[src/sv/console_line_assembler_assert.svh]
// assertion macros for the console line assembler
`ifndef CONSOLE_LINE_ASSEMBLER_ASSERT_SVH
`define CONSOLE_LINE_ASSEMBLER_ASSERT_SVH

`ifndef NO_ASSERTIONS
// checked while out of reset
`define CLA_ASSERT(lbl, prop, msg) \
  lbl: assert property (@(posedge clk) disable iff (!rst_n) prop) else $error(msg);
// checked on every edge, reset included
`define CLA_ASSERT_ALL(lbl, prop, msg) \
  lbl: assert property (@(posedge clk) prop) else $error(msg);
`else
`define CLA_ASSERT(lbl, prop, msg)
`define CLA_ASSERT_ALL(lbl, prop, msg)
`endif

`endif

[src/sv/cla_pkg.sv]
// types and character constants shared by the console line assembler
`default_nettype none
package cla_pkg;

  localparam logic [7:0] CH_NUL   = 8'h00;
  localparam logic [7:0] CH_NL    = 8'h0a;
  localparam logic [7:0] CH_ESC   = 8'h1b;
  localparam logic [7:0] CH_SPACE = 8'h20;
  localparam logic [7:0] CH_ZERO  = 8'h30;
  localparam logic [7:0] CH_NINE  = 8'h39;
  localparam logic [7:0] CH_SEMI  = 8'h3b;
  localparam logic [7:0] CH_LBRK  = 8'h5b;
  localparam logic [7:0] CH_RBRK  = 8'h5d;
  localparam logic [7:0] CH_LOW_M = 8'h6d;

  typedef enum logic [1:0] {
    MODE_NORMAL   = 2'd0,
    MODE_OVERFLOW = 2'd1,
    MODE_ESCAPE   = 2'd2
  } mode_t;

  // controller to datapath
  typedef struct packed {
    logic accept;
    logic fetch;
    logic next;
  } cmd_t;

  // datapath to controller
  typedef struct packed {
    logic emit;
    logic last;
  } sts_t;

endpackage
`default_nettype wire

[src/sv/cla_in_if.sv]
// character input channel
`default_nettype none
interface cla_in_if;
  logic       valid;
  logic       ready;
  logic [7:0] ch;

  modport source (output valid, output ch, input ready);
  modport sink (input valid, input ch, output ready);
endinterface
`default_nettype wire

[src/sv/cla_out_if.sv]
// line character output channel
`default_nettype none
interface cla_out_if;
  logic       valid;
  logic       ready;
  logic [7:0] out_char;
  logic       last;

  modport source (output valid, output out_char, output last, input ready);
  modport sink (input valid, input out_char, input last, output ready);
endinterface
`default_nettype wire

[src/sv/cla_dp.sv]
// datapath: parser state, line store and readout registers
`default_nettype none
`include "console_line_assembler_assert.svh"
module cla_dp #(
  parameter int LINE_BYTES = 64
) (
  input  logic          clk,
  input  logic          rst_n,
  input  logic [7:0]    ch,
  input  logic          cfg_we,
  input  logic          cfg_wdata,
  input  cla_pkg::cmd_t cmd,
  output cla_pkg::sts_t sts,
  output logic [7:0]    out_char,
  output logic          out_last
);
  import cla_pkg::*;

  localparam int MAX_CHARS = LINE_BYTES - 2;
  localparam int AW = (MAX_CHARS > 1) ? $clog2(MAX_CHARS) : 1;
  localparam int LW = $clog2(MAX_CHARS + 1);

  logic [7:0]    mem [MAX_CHARS];
  logic          strip_r;
  mode_t         mode_r, mode_nxt;
  logic [LW-1:0] len_r, len_nxt;
  logic [LW-1:0] vis_r, vis_nxt;
  logic          nul_r, nul_nxt;
  logic          ns_r, ns_nxt;
  logic [LW-1:0] emit_len_r;
  logic [AW-1:0] idx_r;
  logic [7:0]    rdata_r;
  logic          last_r;
  logic          esc_body;
  logic          normal;
  logic          close;
  logic          wr_en;

  assign esc_body = (ch >= CH_ZERO && ch <= CH_NINE) || ch == CH_SEMI ||
                    ch == CH_LBRK || ch == CH_RBRK || ch == CH_LOW_M;

  always_comb begin
    mode_nxt = mode_r;
    len_nxt  = len_r;
    vis_nxt  = vis_r;
    nul_nxt  = nul_r;
    ns_nxt   = ns_r;
    normal   = 1'b0;
    close    = 1'b0;
    wr_en    = 1'b0;
    case (mode_r)
      MODE_ESCAPE: begin
        // the byte that ends a sequence is handled as a normal one
        normal = !esc_body;
      end
      MODE_OVERFLOW: begin
        if (ch == CH_NL) begin
          mode_nxt = MODE_NORMAL;
        end
      end
      default: begin
        normal = 1'b1;
      end
    endcase
    if (normal) begin
      mode_nxt = MODE_NORMAL;
      if (ch == CH_NL) begin
        close = 1'b1;
      end else if (strip_r && ch == CH_ESC) begin
        mode_nxt = MODE_ESCAPE;
      end else if (len_r >= LW'(MAX_CHARS)) begin
        mode_nxt = MODE_OVERFLOW;
        close    = 1'b1;
      end else begin
        wr_en   = 1'b1;
        len_nxt = len_r + LW'(1);
        if (!nul_r) begin
          if (ch == CH_NUL) begin
            nul_nxt = 1'b1;
          end else begin
            vis_nxt = vis_r + LW'(1);
            if (ch != CH_SPACE) begin
              ns_nxt = 1'b1;
            end
          end
        end
      end
      if (close) begin
        len_nxt = '0;
        vis_nxt = '0;
        nul_nxt = 1'b0;
        ns_nxt  = 1'b0;
      end
    end
  end

  assign sts.emit = close && ns_r;
  assign sts.last = last_r;
  assign out_char = rdata_r;
  assign out_last = last_r;

  always_ff @(posedge clk) begin
    if (!rst_n) begin
      strip_r <= 1'b1;
      mode_r  <= MODE_NORMAL;
      len_r   <= '0;
      vis_r   <= '0;
      nul_r   <= 1'b0;
      ns_r    <= 1'b0;
      idx_r   <= '0;
    end else begin
      if (cfg_we) begin
        strip_r <= cfg_wdata;
      end
      if (cmd.accept) begin
        mode_r <= mode_nxt;
        len_r  <= len_nxt;
        vis_r  <= vis_nxt;
        nul_r  <= nul_nxt;
        ns_r   <= ns_nxt;
        idx_r  <= '0;
      end else if (cmd.next) begin
        idx_r <= idx_r + AW'(1);
      end
    end
  end

  // line store and its registered read port
  always_ff @(posedge clk) begin
    if (cmd.accept && wr_en) begin
      mem[len_r[AW-1:0]] <= ch;
    end
    if (cmd.accept) begin
      emit_len_r <= vis_r;
    end
    if (cmd.fetch) begin
      rdata_r <= mem[idx_r];
      last_r  <= (LW'(idx_r) + LW'(1)) == emit_len_r;
    end
  end

  `CLA_ASSERT(a_len_bound, len_r <= LW'(MAX_CHARS), "line length past store depth")
  `CLA_ASSERT(a_vis_le_len, vis_r <= len_r, "visible length exceeds stored length")
  `CLA_ASSERT(a_fetch_in_line, cmd.fetch |-> LW'(idx_r) < emit_len_r,
              "readout beyond closed line")

endmodule
`default_nettype wire

[src/sv/cla_ctrl.sv]
// controller: takes characters and sequences the line readout
`default_nettype none
`include "console_line_assembler_assert.svh"
module cla_ctrl (
  input  logic          clk,
  input  logic          rst_n,
  input  logic          in_valid,
  input  logic          out_ready,
  input  cla_pkg::sts_t sts,
  output logic          in_ready,
  output logic          out_valid,
  output cla_pkg::cmd_t cmd
);
  import cla_pkg::*;

  typedef enum logic [2:0] {
    S_IDLE  = 3'b001,
    S_FETCH = 3'b010,
    S_SEND  = 3'b100
  } state_t;

  state_t state_r, state_nxt;

  always_comb begin
    state_nxt  = state_r;
    in_ready   = 1'b0;
    out_valid  = 1'b0;
    cmd        = '0;
    case (state_r)
      S_IDLE: begin
        in_ready   = 1'b1;
        cmd.accept = in_valid;
        if (in_valid && sts.emit) begin
          state_nxt = S_FETCH;
        end
      end
      S_FETCH: begin
        cmd.fetch = 1'b1;
        state_nxt = S_SEND;
      end
      S_SEND: begin
        out_valid = 1'b1;
        if (out_ready) begin
          if (sts.last) begin
            state_nxt = S_IDLE;
          end else begin
            cmd.next  = 1'b1;
            state_nxt = S_FETCH;
          end
        end
      end
      default: begin
        state_nxt = S_IDLE;
      end
    endcase
  end

  always_ff @(posedge clk) begin
    if (!rst_n) begin
      state_r <= S_IDLE;
    end else begin
      state_r <= state_nxt;
    end
  end

  `CLA_ASSERT_ALL(a_reset_idle, !rst_n |=> state_r == S_IDLE, "not idle after reset")
  `CLA_ASSERT(a_fetch_send, cmd.fetch |=> out_valid, "fetched char not presented")
  `CLA_ASSERT(a_last_done, out_valid && out_ready && sts.last |=> in_ready,
              "input not reopened after last char")

endmodule
`default_nettype wire

[src/sv/console_line_assembler.sv]
// top level of the console line assembler
//
//  channel   dir  handshake       payload
//  in_ch     in   valid / ready   ch[7:0]
//  out_ln    out  valid / ready   out_char[7:0], last
//  cfg       in   cfg_we          cfg_wdata (strip_escapes)
//
// a character that closes no line, or closes a blank one, is taken with no readout
// a closing character that emits n chars starts a readout of them: the line store
// has one registered read port, each char is fetched then presented
// input is held off while a line is read out; out_ln stalls hold the char
// synchronous active-low reset, no clearing pass over the line store
`default_nettype none
module console_line_assembler #(
  parameter int LINE_BYTES = 64
) (
  input  logic      clk,
  input  logic      rst_n,
  cla_in_if.sink    in_ch,
  cla_out_if.source out_ln,
  input  logic      cfg_we,
  input  logic      cfg_wdata
);
  import cla_pkg::*;

  cmd_t cmd;
  sts_t sts;

  cla_ctrl u_ctrl (
    .clk       (clk),
    .rst_n     (rst_n),
    .in_valid  (in_ch.valid),
    .out_ready (out_ln.ready),
    .sts       (sts),
    .in_ready  (in_ch.ready),
    .out_valid (out_ln.valid),
    .cmd       (cmd)
  );

  cla_dp #(
    .LINE_BYTES (LINE_BYTES)
  ) u_dp (
    .clk       (clk),
    .rst_n     (rst_n),
    .ch        (in_ch.ch),
    .cfg_we    (cfg_we),
    .cfg_wdata (cfg_wdata),
    .cmd       (cmd),
    .sts       (sts),
    .out_char  (out_ln.out_char),
    .out_last  (out_ln.last)
  );

endmodule
`default_nettype wire

[src/flat_wrapper.sv]
// flat-port wrapper written by rule: the top's interface ports become plain ports
module console_line_assembler_flat import cla_pkg::*;
#(
  parameter int LINE_BYTES = 64
)
  (clk, rst_n, cfg_we, cfg_wdata, in_ch_valid, in_ch_ch, in_ch_ready, out_ln_valid, out_ln_out_char, out_ln_last, out_ln_ready);
  cla_in_if in_ch_i ();
  cla_out_if out_ln_i ();
  input  logic clk;
  input  logic rst_n;
  input  logic cfg_we;
  input  logic cfg_wdata;
  input wire logic [$bits(in_ch_i.valid)-1:0] in_ch_valid;
  input wire logic [$bits(in_ch_i.ch)-1:0] in_ch_ch;
  output wire logic [$bits(in_ch_i.ready)-1:0] in_ch_ready;
  output wire logic [$bits(out_ln_i.valid)-1:0] out_ln_valid;
  output wire logic [$bits(out_ln_i.out_char)-1:0] out_ln_out_char;
  output wire logic [$bits(out_ln_i.last)-1:0] out_ln_last;
  input wire logic [$bits(out_ln_i.ready)-1:0] out_ln_ready;
  assign in_ch_i.valid = in_ch_valid;
  assign in_ch_i.ch = in_ch_ch;
  assign in_ch_ready = in_ch_i.ready;
  assign out_ln_valid = out_ln_i.valid;
  assign out_ln_out_char = out_ln_i.out_char;
  assign out_ln_last = out_ln_i.last;
  assign out_ln_i.ready = out_ln_ready;
  console_line_assembler #(.LINE_BYTES(LINE_BYTES)) u_core (.clk(clk), .rst_n(rst_n), .in_ch(in_ch_i), .out_ln(out_ln_i), .cfg_we(cfg_we), .cfg_wdata(cfg_wdata));
endmodule
[config.mk]
export PLATFORM = sky130hd
export DESIGN_NAME = console_line_assembler_flat
export DESIGN_NICKNAME = d
export VERILOG_FILES = /design/src/sv/cla_pkg.sv /design/src/sv/cla_in_if.sv /design/src/sv/cla_out_if.sv /design/src/sv/cla_dp.sv /design/src/sv/cla_ctrl.sv /design/src/sv/console_line_assembler.sv /design/src/flat_wrapper.sv
export VERILOG_INCLUDE_DIRS = /design/src /design/src/sv
export SDC_FILE = /design/constraint.sdc
export NUM_CORES = 1
export LEC_CHECK = 0
export BUFFER_PORTS_ARGS = -buffer_cell sky130_fd_sc_hd__buf_2
export CAP_MARGIN = 40
export CORE_MARGIN = 1.5
export CORE_UTILIZATION = 25
export CTS_CLUSTER_SIZE = 25
export DETAILED_ROUTE_END_ITERATION = 7
export PLACE_DENSITY = 0.47
export SYNTH_ARGS = -nofsm -noshare
export SYNTH_HDL_FRONTEND = slang
export SYNTH_SLANG_ARGS = --single-unit
[constraint.sdc]
create_clock -name clk -period 7.45 [get_ports clk]
set_input_delay 0.745 -clock clk [delete_from_list [all_inputs] [get_ports clk]]
set_output_delay 0.745 -clock clk [all_outputs]
set_load 0.005 [all_outputs]
==> flow_summary_export.csv <==
group,metric,value,unit
outcome,status,"finished clean",
worst_setup_path,arrival,4.30,ns
yosys,ys_warn_count,0,
place,pre_cts_ws,2.66,ns
min_path,hp-class,"primary input to flop",
grt,grtUsageTotal,12.5,%
yosys,synth_cells,1093,
clock_network,post_cts_buffers,0,
job,maxCapViolCount,0,
clock_network,tritoncts,"done",
grt,gr-total-overflow,0,
yosys,ys_ff_latch,537,
min_path,hp-start,"cfg_wdata",
grt,grt_pass1_wl,78800,um
route,dr.first_iter.drc_count,983,
clock_network,cts_resized,0,
worst_setup_path,critPathMaxStageDelay,0.87,ns
cells_and_area,antenna_cells,0,
worst_setup_path,rr_worst_depth,7,
cells_and_area,post-route-cell-area,24600,um2
worst_setup_path,cp.required,7.69,ns
clock_network,ctsHoldBuffers,0,
place,port_buffers,24,
floorplanning,coreArea,84000,um2
worst_setup_path,reg2reg_to,"u_core.u_dp.mem[37][5]",
floorplanning,dieArea,86700,um2
cells_and_area,nets,1164,
timing,skew,0.0166,ns
floorplanning,rows,106,
worst_setup_path,crit_top_cell,"buf_2",
worst_setup_path,path_buf_inv,3,
grt,grt_max_degree,103,
route,ant_nets,0,
cells_and_area,layout_common_cells,"edfxtp_1, mux4_2, nor2_1",
worst_setup_path,worstSetupPathType,"primary input to flop",
clock_network,cts.sinks,537,
route,dr.pass1.iters,5,
power_and_ir_drop,power_density,252,nW/um2
yosys,synth-edff-count,511,
yosys,ys_types,64,
grt,grt_pass1_vias,10805,
clock_network,cts.clk_slew.worst_paths,0.06,ns
timing,fin_crit_sh,54.5,%
cells_and_area,drive_above_1_share,22.0,%
yosys,syn_avg_cell_area,19.4,um2
clock_network,clock_path_buffers,3,
cells_and_area,multi_input_area,5120,um2
worst_setup_path,cp_top_family,"simple AND/OR/NAND/NOR gates",
worst_setup_path,reg2reg_from,"u_core.u_dp.len_r[3]",
route,wl_per_cell,23.3,um
clock_network,htreeDepth,2,
route,vias,10580,
worst_setup_path,reg2reg_slack,3.55,ns
floorplanning,die_x,295,um
worst_setup_path,crit_slowest_cell,"nor2_1",
yosys,netlist_area,21200,um2
route,drc,0,
clock_network,ctsRootBufferMaster,"clkbuf_16",
timing,finalHoldViolCount,0,
grt,antenna_found_initial,3,
route,via_per_inst,4.55,
timing,max_slew_margin,40.4,%
min_path,holdPathEnd,"u_core.u_dp.strip_r",
yosys,synthArstFlopShare,0,%
timing,setup_slack,3.39,ns
timing,fmax,0.246,GHz
cells_and_area,seqCellArea,15900,um2
power_and_ir_drop,ir_drop,0.182,mV
worst_setup_path,endpoint_kind,"flop",
timing,rsz0062_at_grt,"false",
worst_setup_path,cp_cell_sequence,"buf_2 -> buf_4 -> o21a_1 -> o221ai_2 -> nor3_1 -> buf_2 -> nand4_1 -> nor2_1",
timing,min_period,4.06,ns
place,place.gp.congestion,0.780,
timing,drv_slew,0,
min_path,hold_depth,3,
floorplanning,start_util,25.3,%
yosys,synthFlopType,"edfxtp_1",
cells_and_area,final_common_cell,"edfxtp_1",
cells_and_area,area_growth,15.7,%
floorplanning,die_h,295,um
worst_setup_path,startpoint_type,"primary input",
place,postPlaceCellArea,22800,um2
timing,final.setup.tns,0,ns
power_and_ir_drop,power,6190,uW
clock_network,clkLatencyLatePin,0.61,ns
clock_network,numCtsBuffers,56,
place,hpwlAfterDp,34200,um
yosys,syn_nets,1111,
timing,worst_slew_pin_slew,0.894,ns
timing,setup_viol,0,
cells_and_area,nFillCells,8162,
worst_setup_path,critPathMaxFanout,47,
power_and_ir_drop,leakagePower,0.00717,uW
route,wl,54100,um
floorplanning,num_io_pins,25,
yosys,seq_area_frac_synth,74.7,%
==> power by group <==
group	switching, uW	internal (uW)
clock network	1150	1590
registers	7.42	3320
logic	104	27.1
==> logic make-up after synthesis <==
group                      after synthesis  synth area share, %
xor gates and xnor gates                16                0.660
DFF                                    537                 74.7
buffers and inverters                   60                 1.27
AOI/OAI and AO/OA                      100                 3.22
adders and majority gates                4                0.236
muxes                                  168                 15.1
and+or+nand+nor                        208                 4.88
==> worst max-delay path by stage <==
stage	from	to	slack, ns	depth (start not counted)
5_1_grt	in_ch_ch[2]	u_core.u_dp.mem[53][2]	3.07	8
6_report	in_ch_ch[2]	u_core.u_dp.mem[37][5]	3.39	8
3_3_place_gp	in_ch_ch[2]	u_core.u_dp.mem[58][6]	2.17	7
3_5_place_dp	in_ch_ch[2]	u_core.u_dp.mem[5][6]	2.66	8
2_1_floorplan	in_ch_ch[4]	u_core.u_dp.mem[25][0]	4.63	8
4_1_cts	in_ch_ch[2]	u_core.u_dp.mem[5][4]	3.32	8
==> worst register-to-register path, stage by stage (launching register included) <==
cell     delay (ns)
dfxtp_1        0.43
nand3_1        0.52
or2_2          0.28
o21ai_1        0.17
nor3_1         0.32
buf_2          0.26
nand4_1        0.68
nor2_1         0.87
==> cell type report <==
type	instances	area share, %
flip-flops and latches	537	64.6
multi-input cells	496	20.8
clock buffers	73	5.96
well taps	1134	5.77
repair buffers	48	1.55
clock inverters	29	1.23
inverters	7	0.107
==> sequential cells by signal (all words and copies together), names as in the netlist <==
signal	flops
u_core.u_dp.len_r	6
u_core.u_dp.vis_r	6
u_core.u_dp.out_last	1
u_core.u_dp.strip_r	1
u_core.u_ctrl.state_r	3
u_core.u_dp.out_char	8
u_core.u_dp.idx_r	6
u_core.u_dp.mode_r	2
u_core.u_dp.ns_r	1
u_core.u_dp.mem	496
u_core.u_dp.nul_r	1
u_core.u_dp.emit_len_r	6
==> metal layers <==
metal	track usage, %	share of wire [%]
met1	18.3	47
met2	19.1	46
met3	2.50	5.6
met4	2.82	1.7
met5	0	0.020
==> synthesized netlist by cell type, types with 3 or more instances <==
library cell | instances | area share, %
a211o_1 | 3 | 0.12
a211oi_1 | 6 | 0.21
a21boi_0 | 5 | 0.18
a21oi_1 | 9 | 0.21
a22oi_1 | 13 | 0.46
buf_1 | 11 | 0.19
buf_2 | 23 | 0.54
clkbuf_1 | 16 | 0.28
dfxtp_1 | 26 | 2.4
edfxtp_1 | 511 | 72
ha_1 | 4 | 0.24
inv_1 | 7 | 0.12
mux2_2 | 4 | 0.21
mux2i_1 | 43 | 2.0
mux4_2 | 121 | 13
nand2_1 | 23 | 0.41
nand3_1 | 15 | 0.35
nand3b_1 | 5 | 0.18
nand4_1 | 8 | 0.24
nor2_1 | 95 | 1.7
nor2b_1 | 15 | 0.44
nor3_1 | 9 | 0.21
nor3b_1 | 4 | 0.14
nor4_1 | 5 | 0.15
o211ai_1 | 7 | 0.25
o21a_1 | 3 | 0.11
o21ai_0 | 22 | 0.52
o221ai_1 | 3 | 0.12
o22ai_1 | 12 | 0.35
or2_2 | 4 | 0.12
or3_1 | 5 | 0.15
xnor2_1 | 11 | 0.45
xor2_1 | 5 | 0.21
==> metrics by stage <==
step	utilization (%)	hold slack (ns)	instances
2_1_floorplan	-	0.429	1093
3_3_place_gp	27.0	0.444	2213
3_5_place_dp	27.2	0.447	2222
4_1_cts	29.3	0.321	2324
5_1_grt	29.3	0.338	2324
6_report	29.3	0.358	2324
Note: power is estimated with default switching activity, not from simulation.
